[src/lds_pkg.sv]
// ----------------------------------------------------------------------------
// lds_pkg
// Shared types, constants and helpers for the LED driver SPI frame sequencer.
// ----------------------------------------------------------------------------
`default_nettype none

package lds_pkg;

    localparam int CHANNELS = 16;
    localparam int CH_W     = (CHANNELS > 1) ? $clog2(CHANNELS) : 1;

    localparam int GRAY_BYTES      = 2 * CHANNELS;
    localparam int FUNC_BYTES      = 34;
    localparam int FUNC_SEVEN_FROM = 18;
    localparam int LOOP_LAST       = 33;

    localparam int IDX_MAX = (GRAY_BYTES > FUNC_BYTES) ? GRAY_BYTES : FUNC_BYTES;
    localparam int IDX_W   = $clog2(IDX_MAX + 1);

    localparam logic [7:0] FLAG_GRAY     = 8'h00;
    localparam logic [7:0] FLAG_FUNC     = 8'h01;
    localparam logic [7:0] FUNC_B16_BASE = 8'b10000101;
    localparam logic [7:0] FUNC_B16_UNBL = 8'b00000010;
    localparam logic [6:0] BRIGHT_MASK   = 7'b1111111;

    typedef enum logic [2:0] {
        OP_WRITE_GRAY = 3'd0,
        OP_START_GRAY = 3'd1,
        OP_START_FUNC = 3'd2,
        OP_START_LOOP = 3'd3,
        OP_TX_READY   = 3'd4,
        OP_RX_BYTE    = 3'd5
    } opcode_t;

    typedef struct packed {
        logic       blank_outputs;
        logic [6:0] global_brightness;
        logic [6:0] dot_correction;
    } cfg_t;

    typedef struct packed {
        logic       tx_valid;
        logic [7:0] tx_byte;
        logic       seven_bit_mode;
        logic       latch_pulse;
        logic       loopback_done;
        logic       loopback_pass;
        logic       start_rejected;
        logic       busy_res;
    } res_t;

    // Function frame payload byte at position idx.
    function automatic logic [7:0] func_byte(input logic [IDX_W-1:0] idx, input cfg_t cfg);
        logic [7:0] b;
        if (idx < IDX_W'(15)) begin
            b = 8'h00;
        end else if (idx == IDX_W'(15)) begin
            b = 8'h01;
        end else if (idx == IDX_W'(16)) begin
            b = cfg.blank_outputs ? FUNC_B16_BASE : (FUNC_B16_BASE | FUNC_B16_UNBL);
        end else if (idx == IDX_W'(17)) begin
            b = {cfg.blank_outputs, cfg.global_brightness & BRIGHT_MASK};
        end else begin
            b = {1'b0, cfg.dot_correction & BRIGHT_MASK};
        end
        return b;
    endfunction

endpackage

`default_nettype wire

[src/lds_core.sv]
// ----------------------------------------------------------------------------
// lds_core
// Frame state, grayscale store and per-beat result computation.
// ----------------------------------------------------------------------------
`default_nettype none

module lds_core
    import lds_pkg::*;
(
    input  wire logic        clk,
    input  wire logic        rst_n,
    input  wire logic        accept,
    input  wire logic [2:0]  opcode,
    input  wire logic [3:0]  channel,
    input  wire logic [15:0] gray_value,
    input  wire logic [7:0]  data_byte,
    input  wire cfg_t        cfg,
    output res_t             res
);

    typedef enum logic [1:0] {
        KIND_IDLE = 2'd0,
        KIND_GRAY = 2'd1,
        KIND_FUNC = 2'd2,
        KIND_LOOP = 2'd3
    } kind_t;

    kind_t            kind_reg, kind_next;
    logic [IDX_W-1:0] idx_reg, idx_next;
    logic [7:0]       pattern_reg, pattern_next;
    logic [7:0]       rx_reg, rx_next;
    logic             seven_reg, seven_next;
    logic [15:0]      gray_reg [CHANNELS];

    logic             gray_we;
    logic [15:0]      word;
    logic [7:0]       rot;

    assign word = gray_reg[idx_reg[CH_W:1]];
    assign rot  = {pattern_reg[0], pattern_reg[7:1]};

    always_comb
    begin
        kind_next    = kind_reg;
        idx_next     = idx_reg;
        pattern_next = pattern_reg;
        rx_next      = rx_reg;
        seven_next   = seven_reg;
        gray_we      = 1'b0;
        res          = '0;

        case (opcode)
            OP_WRITE_GRAY:
            begin
                gray_we = (32'(channel) < 32'(CHANNELS));
            end
            OP_START_GRAY, OP_START_FUNC, OP_START_LOOP:
            begin
                if (kind_reg != KIND_IDLE) begin
                    res.start_rejected = 1'b1;
                end else begin
                    idx_next     = '0;
                    res.tx_valid = 1'b1;
                    if (opcode == OP_START_GRAY) begin
                        kind_next   = KIND_GRAY;
                        res.tx_byte = FLAG_GRAY;
                    end else if (opcode == OP_START_FUNC) begin
                        kind_next   = KIND_FUNC;
                        res.tx_byte = FLAG_FUNC;
                    end else begin
                        kind_next    = KIND_LOOP;
                        pattern_next = data_byte;
                        res.tx_byte  = data_byte;
                    end
                end
            end
            OP_TX_READY:
            begin
                case (kind_reg)
                    KIND_GRAY:
                    begin
                        if (idx_reg >= IDX_W'(GRAY_BYTES)) begin
                            res.latch_pulse = 1'b1;
                            kind_next       = KIND_IDLE;
                        end else begin
                            res.tx_byte  = idx_reg[0] ? word[7:0] : word[15:8];
                            res.tx_valid = 1'b1;
                            idx_next     = idx_reg + 1'b1;
                        end
                    end
                    KIND_FUNC:
                    begin
                        if (idx_reg >= IDX_W'(FUNC_BYTES)) begin
                            res.latch_pulse = 1'b1;
                            seven_next      = 1'b0;
                            kind_next       = KIND_IDLE;
                        end else begin
                            if (idx_reg == IDX_W'(FUNC_SEVEN_FROM)) begin
                                seven_next = 1'b1;
                            end
                            res.tx_byte  = func_byte(idx_reg, cfg);
                            res.tx_valid = 1'b1;
                            idx_next     = idx_reg + 1'b1;
                        end
                    end
                    KIND_LOOP:
                    begin
                        if (idx_reg >= IDX_W'(LOOP_LAST)) begin
                            res.loopback_done = 1'b1;
                            res.loopback_pass = (rx_reg == rot);
                            kind_next         = KIND_IDLE;
                        end else begin
                            res.tx_byte  = pattern_reg;
                            res.tx_valid = 1'b1;
                            idx_next     = idx_reg + 1'b1;
                        end
                    end
                    default:
                    begin
                    end
                endcase
            end
            OP_RX_BYTE:
            begin
                if (kind_reg == KIND_LOOP) begin
                    rx_next = data_byte;
                end
            end
            default:
            begin
            end
        endcase

        res.seven_bit_mode = seven_next;
        res.busy_res       = (kind_next != KIND_IDLE);
    end

    always_ff @(posedge clk or negedge rst_n)
    begin
        if (!rst_n) begin
            kind_reg    <= KIND_IDLE;
            idx_reg     <= '0;
            pattern_reg <= '0;
            rx_reg      <= '0;
            seven_reg   <= 1'b0;
            for (int i = 0; i < CHANNELS; i++) begin
                gray_reg[i] <= '0;
            end
        end else if (accept) begin
            kind_reg    <= kind_next;
            idx_reg     <= idx_next;
            pattern_reg <= pattern_next;
            rx_reg      <= rx_next;
            seven_reg   <= seven_next;
            if (gray_we) begin
                gray_reg[channel[CH_W-1:0]] <= gray_value;
            end
        end
    end

endmodule

`default_nettype wire

[src/lds_outbuf.sv]
// ----------------------------------------------------------------------------
// lds_outbuf
// Output register with one skid entry between the core and the result port.
// ----------------------------------------------------------------------------
`default_nettype none

module lds_outbuf
    import lds_pkg::*;
(
    input  wire logic clk,
    input  wire logic rst_n,
    input  wire logic push,
    input  wire res_t push_res,
    output logic      full,
    output logic      out_valid,
    input  wire logic out_stall,
    output res_t      out_res
);

    logic out_valid_reg;
    logic skid_valid_reg;
    res_t out_reg;
    res_t skid_reg;

    assign full      = skid_valid_reg;
    assign out_valid = out_valid_reg;
    assign out_res   = out_reg;

    always_ff @(posedge clk or negedge rst_n)
    begin
        if (!rst_n) begin
            out_valid_reg  <= 1'b0;
            skid_valid_reg <= 1'b0;
        end else begin
            if (!out_valid_reg || !out_stall) begin
                // output slot frees up: drain skid first, else take the new beat
                if (skid_valid_reg) begin
                    out_valid_reg  <= 1'b1;
                    skid_valid_reg <= 1'b0;
                end else begin
                    out_valid_reg <= push;
                end
            end else if (push) begin
                skid_valid_reg <= 1'b1;
            end
        end
    end

    always_ff @(posedge clk)
    begin
        if (!out_valid_reg || !out_stall) begin
            if (skid_valid_reg) begin
                out_reg <= skid_reg;
            end else if (push) begin
                out_reg <= push_res;
            end
        end else if (push) begin
            skid_reg <= push_res;
        end
    end

endmodule

`default_nettype wire

[src/led_driver_spi_frame_sequencer.sv]
// ----------------------------------------------------------------------------
// led_driver_spi_frame_sequencer
// Byte sequencer for a 16-channel PWM LED driver with an APB register port.
// ----------------------------------------------------------------------------
// Every input beat yields exactly one result beat. The frame state and
// grayscale store update at acceptance and the result lands in an output
// register backed by one skid entry, so a new beat can be taken every cycle
// while the result side keeps up, and input stall rises only once two
// results are waiting. Registers (blank at 0x0, global brightness at 0x4,
// dot correction at 0x8) should be written only while no frame is in
// progress and all results have been taken.
`default_nettype none

module led_driver_spi_frame_sequencer
    import lds_pkg::*;
(
    input  wire logic        clk,
    input  wire logic        rst_n,

    input  wire logic        psel,
    input  wire logic        penable,
    input  wire logic        pwrite,
    input  wire logic [3:0]  paddr,
    input  wire logic [31:0] pwdata,
    output logic [31:0]      prdata,
    output logic             pready,

    input  wire logic        in_valid,
    output logic             in_stall,
    input  wire logic [2:0]  opcode,
    input  wire logic [3:0]  channel,
    input  wire logic [15:0] gray_value,
    input  wire logic [7:0]  data_byte,

    output logic             out_valid,
    input  wire logic        out_stall,
    output logic             tx_valid,
    output logic [7:0]       tx_byte,
    output logic             seven_bit_mode,
    output logic             latch_pulse,
    output logic             loopback_done,
    output logic             loopback_pass,
    output logic             start_rejected,
    output logic             busy_res
);

    typedef enum logic [1:0] {
        REG_BLANK  = 2'd0,
        REG_BRIGHT = 2'd1,
        REG_DOT    = 2'd2
    } reg_idx_t;

    cfg_t cfg_reg;
    logic cfg_wr;
    logic accept;
    logic full;
    res_t core_res;
    res_t out_res;

    assign pready = 1'b1;
    assign cfg_wr = psel && penable && pwrite && pready;

    always_ff @(posedge clk or negedge rst_n)
    begin
        if (!rst_n) begin
            cfg_reg.blank_outputs     <= 1'b0;
            cfg_reg.global_brightness <= 7'd127;
            cfg_reg.dot_correction    <= 7'd127;
        end else if (cfg_wr) begin
            unique case (paddr[3:2])
                REG_BLANK:  cfg_reg.blank_outputs     <= pwdata[0];
                REG_BRIGHT: cfg_reg.global_brightness <= pwdata[6:0];
                REG_DOT:    cfg_reg.dot_correction    <= pwdata[6:0];
                default:
                begin
                end
            endcase
        end
    end

    always_comb
    begin
        unique case (paddr[3:2])
            REG_BLANK:  prdata = {31'd0, cfg_reg.blank_outputs};
            REG_BRIGHT: prdata = {25'd0, cfg_reg.global_brightness};
            REG_DOT:    prdata = {25'd0, cfg_reg.dot_correction};
            default:    prdata = '0;
        endcase
    end

    assign in_stall = full;
    assign accept   = in_valid && !full;

    lds_core u_core (
        .clk        (clk),
        .rst_n      (rst_n),
        .accept     (accept),
        .opcode     (opcode),
        .channel    (channel),
        .gray_value (gray_value),
        .data_byte  (data_byte),
        .cfg        (cfg_reg),
        .res        (core_res)
    );

    lds_outbuf u_outbuf (
        .clk       (clk),
        .rst_n     (rst_n),
        .push      (accept),
        .push_res  (core_res),
        .full      (full),
        .out_valid (out_valid),
        .out_stall (out_stall),
        .out_res   (out_res)
    );

    assign tx_valid       = out_res.tx_valid;
    assign tx_byte        = out_res.tx_byte;
    assign seven_bit_mode = out_res.seven_bit_mode;
    assign latch_pulse    = out_res.latch_pulse;
    assign loopback_done  = out_res.loopback_done;
    assign loopback_pass  = out_res.loopback_pass;
    assign start_rejected = out_res.start_rejected;
    assign busy_res       = out_res.busy_res;

endmodule

`default_nettype wire

[config.mk]
export PLATFORM = sky130hd
export DESIGN_NAME = led_driver_spi_frame_sequencer
export DESIGN_NICKNAME = d
export VERILOG_FILES = /design/src/lds_pkg.sv /design/src/lds_core.sv /design/src/lds_outbuf.sv /design/src/led_driver_spi_frame_sequencer.sv
export SDC_FILE = /design/constraint.sdc
export NUM_CORES = 1
export LEC_CHECK = 0
export CORE_MARGIN = 8
export CORE_UTILIZATION = 55
export CTS_CLUSTER_DIAMETER = 50
export CTS_CLUSTER_SIZE = 24
export DETAILED_ROUTE_END_ITERATION = 8
export DONT_BUFFER_PORTS = 1
export GPL_TIMING_DRIVEN = 0
export PLACE_DENSITY = 0.82
export RECOVER_POWER = 25
export SETUP_SLACK_MARGIN = 0.4
export SLEW_MARGIN = 20
export SYNTH_ARGS = -nofsm -noshare
export SYNTH_HDL_FRONTEND = slang
export SYNTH_SLANG_ARGS = --single-unit
[constraint.sdc]
create_clock -name clk -period 7.1 [get_ports clk]
set_clock_uncertainty 0.2 [all_clocks]
set_input_delay 1.42 -clock clk [delete_from_list [all_inputs] [get_ports clk]]
set_output_delay 1.42 -clock clk [all_outputs]
set_load 0.05 [all_outputs]
==> results of run 1 <==
==> power breakdown <==
part | internal [mW] | total (mW) | switching (mW)
logic | 0.195 | 0.415 | 0.220
registers | 2.06 | 2.18 | 0.115
clock network | 0.940 | 1.72 | 0.778
==> per-stage QoR <==
stage / setup WS (ns) / cells / hold WS [ns]
6_report: 2.94 / 1614 / 0.302
5_1_grt: 2.90 / 1614 / 0.308
4_1_cts: 3.00 / 1614 / 0.303
3_5_place_dp: 2.44 / 1558 / 0.287
3_3_place_gp: 2.47 / 1558 / 0.267
2_1_floorplan: 2.87 / 1180 / 0.245
==> per-layer routing <==
metal,part of all wire,wire length [um],GRT usage,vias up
met2,0.47,18800,0.380,528
met4,0.048,1940,0.114,0
met3,0.10,4060,0.0614,126
li1,-,-,-,4307
met5,0,0,0,-
met1,0.38,15400,0.294,5154
==> kinds of logic after synthesis <==
group | count (synthesis) | share of synthesized area
adder cells (fa/ha/maj) | 9 | 0.00721
XOR/XNOR | 8 | 0.00449
other | 2 | 0.000481
flip-flops | 328 | 0.536
AND/OR/NAND/NOR | 186 | 0.0600
buffers and inverters | 115 | 0.0373
AO/OA/AOI/OAI | 114 | 0.0470
multiplexers | 394 | 0.307
==> worst reg2reg max path, stage by stage, from the launching register on <==
cell and delay (ns):
dfrtp_1 0.58, nand2b_1 0.24, clkbuf_1 0.24, nor4_2 0.66, nand3_1 0.30, nor3b_2 0.82
buf_2 0.51, mux2_2 0.40
==> area by class of cell <==
class | instances | area [um^2]
clock buffers | 35 | 823
clock inverters | 21 | 243
well taps | 378 | 473
plain buffers | 99 | 523
multi-input cells | 737 | 6770
inverters | 16 | 60.1
fillers | 2047 | 10600
flip-flops and latches | 328 | 8380
==> cell usage in the layout (no fill, tap or decap), types with 4 or more instances in the layout <==
master / instances
nor2b_1: 8
o22ai_1: 16
a31oi_1: 6
nand4_1: 9
clkbuf_1: 49
nor3_1: 15
nand3b_1: 4
conb_1: 26
clkbuf_16: 32
inv_6: 5
o31ai_1: 4
mux2_2: 293
buf_4: 31
a22o_1: 6
inv_1: 14
o21ai_0: 39
dfstp_2: 14
buf_2: 16
mux4_2: 35
xnor2_1: 8
dfrtp_1: 284
a21oi_1: 12
inv_8: 6
a31o_2: 5
nor3b_2: 5
nand3_1: 18
o221ai_1: 5
mux2i_1: 62
nor2_1: 36
edfxtp_1: 30
nand2_1: 65
ha_1: 9
==> synth_stat cells (all sizes together), types with 18 or more instances <==
library cell and n:
mux2 294, dfrtp 284, clkbuf 48, o21ai 40, mux2i 62, nor2 37, buf 51, nand2 65
nor3 18, nand3 18, mux4 38, edfxtp 30
==> final timing paths <==
| path | start | end |
|---|---|---|
| worst max-delay path | opcode[0] | u_core.gray_reg[142]$_DFFE_PN0P_ |
| worst min-delay path | u_core.gray_reg[145]$_DFFE_PN0P_ | u_core.gray_reg[145]$_DFFE_PN0P_ |
| worst max register to register | u_outbuf.full$_DFFE_PN0P_ | u_core.gray_reg[142]$_DFFE_PN0P_ |
| worst min register to register | u_core.gray_reg[145]$_DFFE_PN0P_ | u_core.gray_reg[145]$_DFFE_PN0P_ |
| max in group asynchronous | rst_n | u_core.gray_reg[203]$_DFFE_PN0P_ |
| min in group asynchronous | rst_n | cfg_reg[14]$_DFFE_PN0P_ |
==> run metrics, run 1 <==
r2r setup slk=3.05 ns; RSZ-0062 raised after global routing=false; DP HPWL=~27 mm; number of DRC markers in iteration 0=1082; Slowest Stage Delay on Critical Path=0.82 ns; sequential share of the synthesized area=0.536; async set or reset register ratio after synthesis=0.909; vias in the first global route=10407; arrival time worst endpoint=4.41 ns; Routed WL=40.2 mm; leakage power=between 7 and 8 nW; VDD IR-drop max=0.000184 V; cell count of the worst hold path=1; share of layout cells above drive strength 1=0.381; crit share post-route=0.586; Critical Path RT=about 7.4 ns; Routed Antenna Nets=0; FMAX=roughly 0.24 GHz; post-synth top area share=0.455; EDFF count, synth=30; largest area contributor in the synthesized netlist=dfrtp_1; Cells after Synth=1156; hold violation count in the final report=0; # IOs=around 120; cts hold-fix bufs=0; TritonCTS clock tree=yes; gr usage total=0.236; CTS H-tree lvls=1; global-route wire length before repair=61.5 mm; CP max stage cell=nor3b_2; crit start category=input pin; logic depth of the worst setup path including buffers=6; Diodes inserted=0; Post-Syn Area per Cell=13.5 um^2; Die Ht=185 um; post-route core utilization=0.620; Fin Setup TNS=0 ns; clock transition at the registers of the reported paths=around 0.07 ns; synth top area cells=dfrtp_1 (45%), mux2_2 (21%), edfxtp_1 (5.8%); Crit. End Element=register; top_reg_cell synth=dfrtp_1; Nets=1295; post-route cell area=0.0173 mm^2; Slew Viols, Final=0; max_cap viols=0; number of buffers and inverters on the critical path=2; WL per Instance=about 25 um; DRC=0; largest net degree at the start of global routing=299; antenna violations before repair=0; slew margin rel.=0.311; WS Path Type=input pin to register; area grow syn2layout=10.5%; Site Rows=61; clk root buf=clkbuf_16; number of CTS-inserted buffers=30; R2R cell count=7; final setup vio count=0; Sink Count=between 300 and 400; Hold WC Path Type=register to register; GRT overflow=0; min cycle time layout=4.16 ns; status=finished clean; max FFs per register=256; Pwr Total=4.31 mW; worst skew pair latency=about 0.57 ns; CP Cell Sequence=clkbuf_1 > nor4_2 > nand3_1 > nor3b_2 > buf_2 > mux2_2; core box area=0.0279 mm^2; Initial Utilization=0.561; Post-Syn Area=~0.016 mm^2; placed cell area=0.0162 mm^2; synthesis-stage register bit count=328; RD Place Congestion=0.905; Clock Tree Buf Depth=3; setup bufs post-CTS=0; drt pass-1 iters=5; Top delay family on crit path=simple AND/OR/NAND/NOR gates; DIE AREA=0.0341 mm^2; Least-Margin Pin Slew=a little over 1 ns; die extent in x=between 150 and 200 um; post-cts repair resize count=0; Via density=6.27; synth warn=0; IO Port Bufs=0; Crit Path Max Fanout=10; post-synth cell types=61; via count=10115; PD cells=250 mW/mm^2
Note: power is estimated with default switching activity, not from simulation.
==> inputs of run 2 (changes only) <==
--- a/config.mk
+++ b/config.mk
@@ -5,6 +5,7 @@
 export SDC_FILE = /design/constraint.sdc
 export NUM_CORES = 1
 export LEC_CHECK = 0
+export ABC_AREA = 1
 export CORE_MARGIN = 8
 export CORE_UTILIZATION = 55
 export CTS_CLUSTER_DIAMETER = 50
@@ -12,7 +13,7 @@
 export DETAILED_ROUTE_END_ITERATION = 8
 export DONT_BUFFER_PORTS = 1
 export GPL_TIMING_DRIVEN = 0
-export PLACE_DENSITY = 0.82
+export PLACE_DENSITY = 0.85
 export RECOVER_POWER = 25
 export SETUP_SLACK_MARGIN = 0.4
 export SLEW_MARGIN = 20
==> constraint.sdc (replaced) <==
create_clock -name clk -period 3.6 [get_ports clk]
set_clock_uncertainty 0.2 [all_clocks]
set_input_delay 0.72 -clock clk [delete_from_list [all_inputs] [get_ports clk]]
set_output_delay 0.72 -clock clk [all_outputs]
set_load 0.05 [all_outputs]
==> run 2 against run 1 <==
Compared with the run above: combinational power rose to 4.7 times the previous value; sequential share of layout area fell by 1.7 points; highest routed layer unchanged; synthesized area rose by 3.4%; non-clock buffer count rose by 57; cell count rose by 57%; global-route usage rose by 4.0 points; the flow now finishes with violations (hold timing); sequential power rose by 110%.
==> run metrics, run 2 <==
slew margin rel.=0.287 (was 0.311); Post-Syn Area=0.0162 mm^2 (was 0.0156 mm^2); Cells after Synth=2072 (was 1156); post-synth top area share=0.440 (was 0.455); met2 usage=0.427 (was 0.380); hold violation count in the final report=284 (was 0); M3 GR Usage=0.0716 (was 0.0614); top_reg_cell synth=dfrtp_1 (unchanged); Diodes inserted=0 (unchanged); DP HPWL=34.8 mm (was 26.8 mm); status=finished with violations (was finished clean); max_cap viols=0 (unchanged); vias in the first global route=13918 (was 10407); number of buffers and inverters on the critical path=5 (was 2); sequential share of the synthesized area=0.518 (was 0.536); RR Endpoint=u_outbuf.out_res[12]$_DFFE_PP_ (was u_core.gray_reg[142]$_DFFE_PN0P_); clock transition at the registers of the reported paths=0.07 ns (about the same); PD cells=557 mW/mm^2 (was 250 mW/mm^2); number of DRC markers in iteration 0=2085 (was 1082); busiest layer in global routing=met2 (unchanged); crit share post-route=0.845; Layout fillers=2437 (was 2047); worst skew pair latency=0.59 ns (was 0.57 ns); largest area contributor in the synthesized netlist=dfrtp_1 (unchanged); Hold WC Path Type=input pin to async pin (was register to register); via count=14701 (was 10115); CP max stage cell=dfrtp_1 (was nor3b_2); Crit Path Max Fanout=11 (was 10); WL per Instance=19.7 um (was 24.9 um); synthesis-stage register bit count=328 (unchanged); DRC=0 (unchanged); most common cell after layout, fill and taps aside=nand2_1 (was mux2_2); Clock Tree Buf Depth=3 (unchanged); Fin Setup TNS=0 ns (unchanged); FMAX=roughly 0.33 GHz; CP Cell Sequence=buf_4 > inv_2 > buf_4 > buf_2 > ha_1 > nand3_1 > buf_4 > o21ai_0 > nor2_1 > a21oi_1 > nand2_1 > nand2_1 > nand2_2 > nand2_1 > nand2_1 (was clkbuf_1 > nor4_2 > nand3_1 > nor3b_2 > buf_2 > mux2_2); TritonCTS clock tree=yes (unchanged); DIE AREA=0.0351 mm^2 (was 0.0341 mm^2); max FFs per register=256 (unchanged); crit start category=register (was input pin); post-synth cell types=39 (was 61); Final WS setup=0.559 ns (was 2.94 ns); clk root buf=clkbuf_16 (unchanged); antenna violations before repair=0 (unchanged); RSZ-0062 raised after global routing=false (unchanged); hold_ws=-0.347 ns (was 0.302 ns); WS Path Type=register to register (was input pin to register); Post-Syn Area per Cell=7.80 um^2 (was 13.5 um^2); crit path from=u_core.idx_reg[1]$_DFFE_PN0P_ (was opcode[0]); synth warn=0 (unchanged); EDFF count, synth=30 (unchanged); Top delay family on crit path=buffers and inverters (was simple AND/OR/NAND/NOR gates); synth top area cells=dfrtp_1 (44%), nand2_1 (17%), o21ai_0 (9.3%) (was dfrtp_1 (45%), mux2_2 (21%), edfxtp_1 (5.8%)); FF-to-FF Start=u_core.idx_reg[1]$_DFFE_PN0P_ (was u_outbuf.full$_DFFE_PN0P_); CP most frequent cell=nand2_1; VDD IR-drop max=0.000456 V (was 0.000184 V); r2r setup slk=0.56 ns (was 3.05 ns); CTS H-tree lvls=1 (unchanged); Slowest Stage Delay on Critical Path=0.41 ns (was 0.82 ns); logic depth of the worst setup path including buffers=15 (was 6); IO Port Bufs=0 (unchanged); crit path capture=u_outbuf.out_res[12]$_DFFE_PP_ (was u_core.gray_reg[142]$_DFFE_PN0P_); DP Worst Slack=0.307 ns (was 2.44 ns); largest net degree at the start of global routing=299 (unchanged); Routed WL=49.9 mm (was 40.2 mm); area grow syn2layout=10.8% (was 10.5%); final setup vio count=0 (unchanged); GRT overflow=0 (unchanged); number of CTS-inserted buffers=31 (was 30); leakage power=8.52 nW (was 7.80 nW); gr usage total=0.276 (was 0.236); Die Ht=187 um (was 185 um); drt pass-1 iters=6 (was 5); Sink Count=328 (unchanged); share of layout cells above drive strength 1=0.0993 (was 0.381); Nets=2214 (was 1295); met1 Track Usage GR=0.363 (was 0.294); Critical Path RT=3.75 ns (was 7.35 ns); top cells by instance count after synthesis=nand2_1 (738), o21ai_0 (299), dfrtp_1 (284) (was mux2_2 (293), dfrtp_1 (284), nand2_1 (65)); die extent in x=187 um (was 185 um); min cycle time layout=about 3 ns; most frequent cells in the layout=nand2_1 (738), o21ai_0 (294), dfrtp_1 (284) (was mux2_2 (293), dfrtp_1 (284), nand2_1 (65)); R2R cell count=15 (was 7); failing checks=hold timing; Site Rows=62 (was 61); Via density=5.79 (was 6.27); Least-Margin Pin Slew=1.08 ns (was 1.03 ns); RD Place Congestion=0.949 (was 0.905); Initial Utilization=0.560 (was 0.561); global-route wire length before repair=77.3 mm (was 61.5 mm); Crit. End Element=register (unchanged); Routed Antenna Nets=0 (unchanged); # IOs=124 (unchanged); async set or reset register ratio after synthesis=0.909 (unchanged); Slew Viols, Final=0 (unchanged); core box area=0.0289 mm^2 (was 0.0279 mm^2); arrival time worst endpoint=3.19 ns (was 4.41 ns); most common cell in the netlist=nand2_1 (was mux2_2)
-- run 2: how the worst min path moves through the flow --
stage          startpoint                               end  cells past startpoint
4_1_cts             rst_n  u_core.gray_reg[251]$_DFFE_PN0P_                      0
3_3_place_gp        rst_n   u_core.gray_reg[35]$_DFFE_PN0P_                      0
5_1_grt             rst_n   u_core.gray_reg[37]$_DFFE_PN0P_                      0
6_report            rst_n   u_core.gray_reg[54]$_DFFE_PN0P_                      0
2_1_floorplan       rst_n           cfg_reg[14]$_DFFE_PN0P_                      0
3_5_place_dp        rst_n   u_core.gray_reg[38]$_DFFE_PN0P_                      0
-- run 2: kinds of logic after synthesis --
group           Yosys count  synth area share
compound gates          356             0.113
other cells               2          0.000465
buf+inv                 349            0.0976
xor+xnor                 12           0.00650
simple gates           1016             0.257
fa+ha+maj                 9           0.00697
flops                   328             0.518
-- run 2: what timing repair did --
action | in CTS | in global routing
resized for setup | 2 | 1
hold endpoints to repair | 298 | 298
cloned | 0 | 0
endpoints found under the setup margin | 114 | 144
buffers inserted | 0 | 2
pin swaps | 0 | 2
-- run 2: layout make-up --
type,count,area (um^2),area share
Buffer,154,840,0.0469
Clock buffer,34,807,0.0451
Clock inverter,23,308,0.0172
Inverter,195,737,0.0412
Multi-Input combinational cell,1419,6320,0.353
Sequential cell,328,8380,0.468
Tap cell,384,480,0.0268
Timing Repair Buffer,2,40.0,0.00224
-- run 2: layer usage --
metal  vias up  part of all wire
met5         -                 0
met4         0             0.051
met3       173              0.12
met2       970              0.45
met1      6926              0.38
li1       6632                 -
-- run 2: worst register-to-register path, cell delays in order (launching register included) --
cell	delay [ns]
dfrtp_1	0.41
buf_4	0.19
inv_2	0.07
buf_4	0.17
buf_2	0.30
ha_1	0.27
nand3_1	0.21
buf_4	0.24
o21ai_0	0.15
nor2_1	0.09
a21oi_1	0.17
nand2_1	0.08
nand2_1	0.09
nand2_2	0.07
nand2_1	0.06
nand2_1	0.05
-- run 2: metrics by stage --
stage               power (mW)   util  hold WS, ns  cells  instance area, um^2
floorplan                 5.81      -        0.224   2096                16200
global placement          6.31  0.580        0.245   2480                16700
detailed placement        6.38  0.580        0.246   2480                16700
CTS                       9.90  0.619       -0.361   2537                17900
global route              10.3  0.621       -0.372   2539                17900
finish                    9.97  0.621       -0.347   2539                17900
-- run 2: where the power goes --
group / total [mW] / switching, mW / internal, mW
logic: 1.93 / 1.33 / 0.596
clock network: 3.56 / 1.64 / 1.92
registers: 4.48 / 0.331 / 4.15
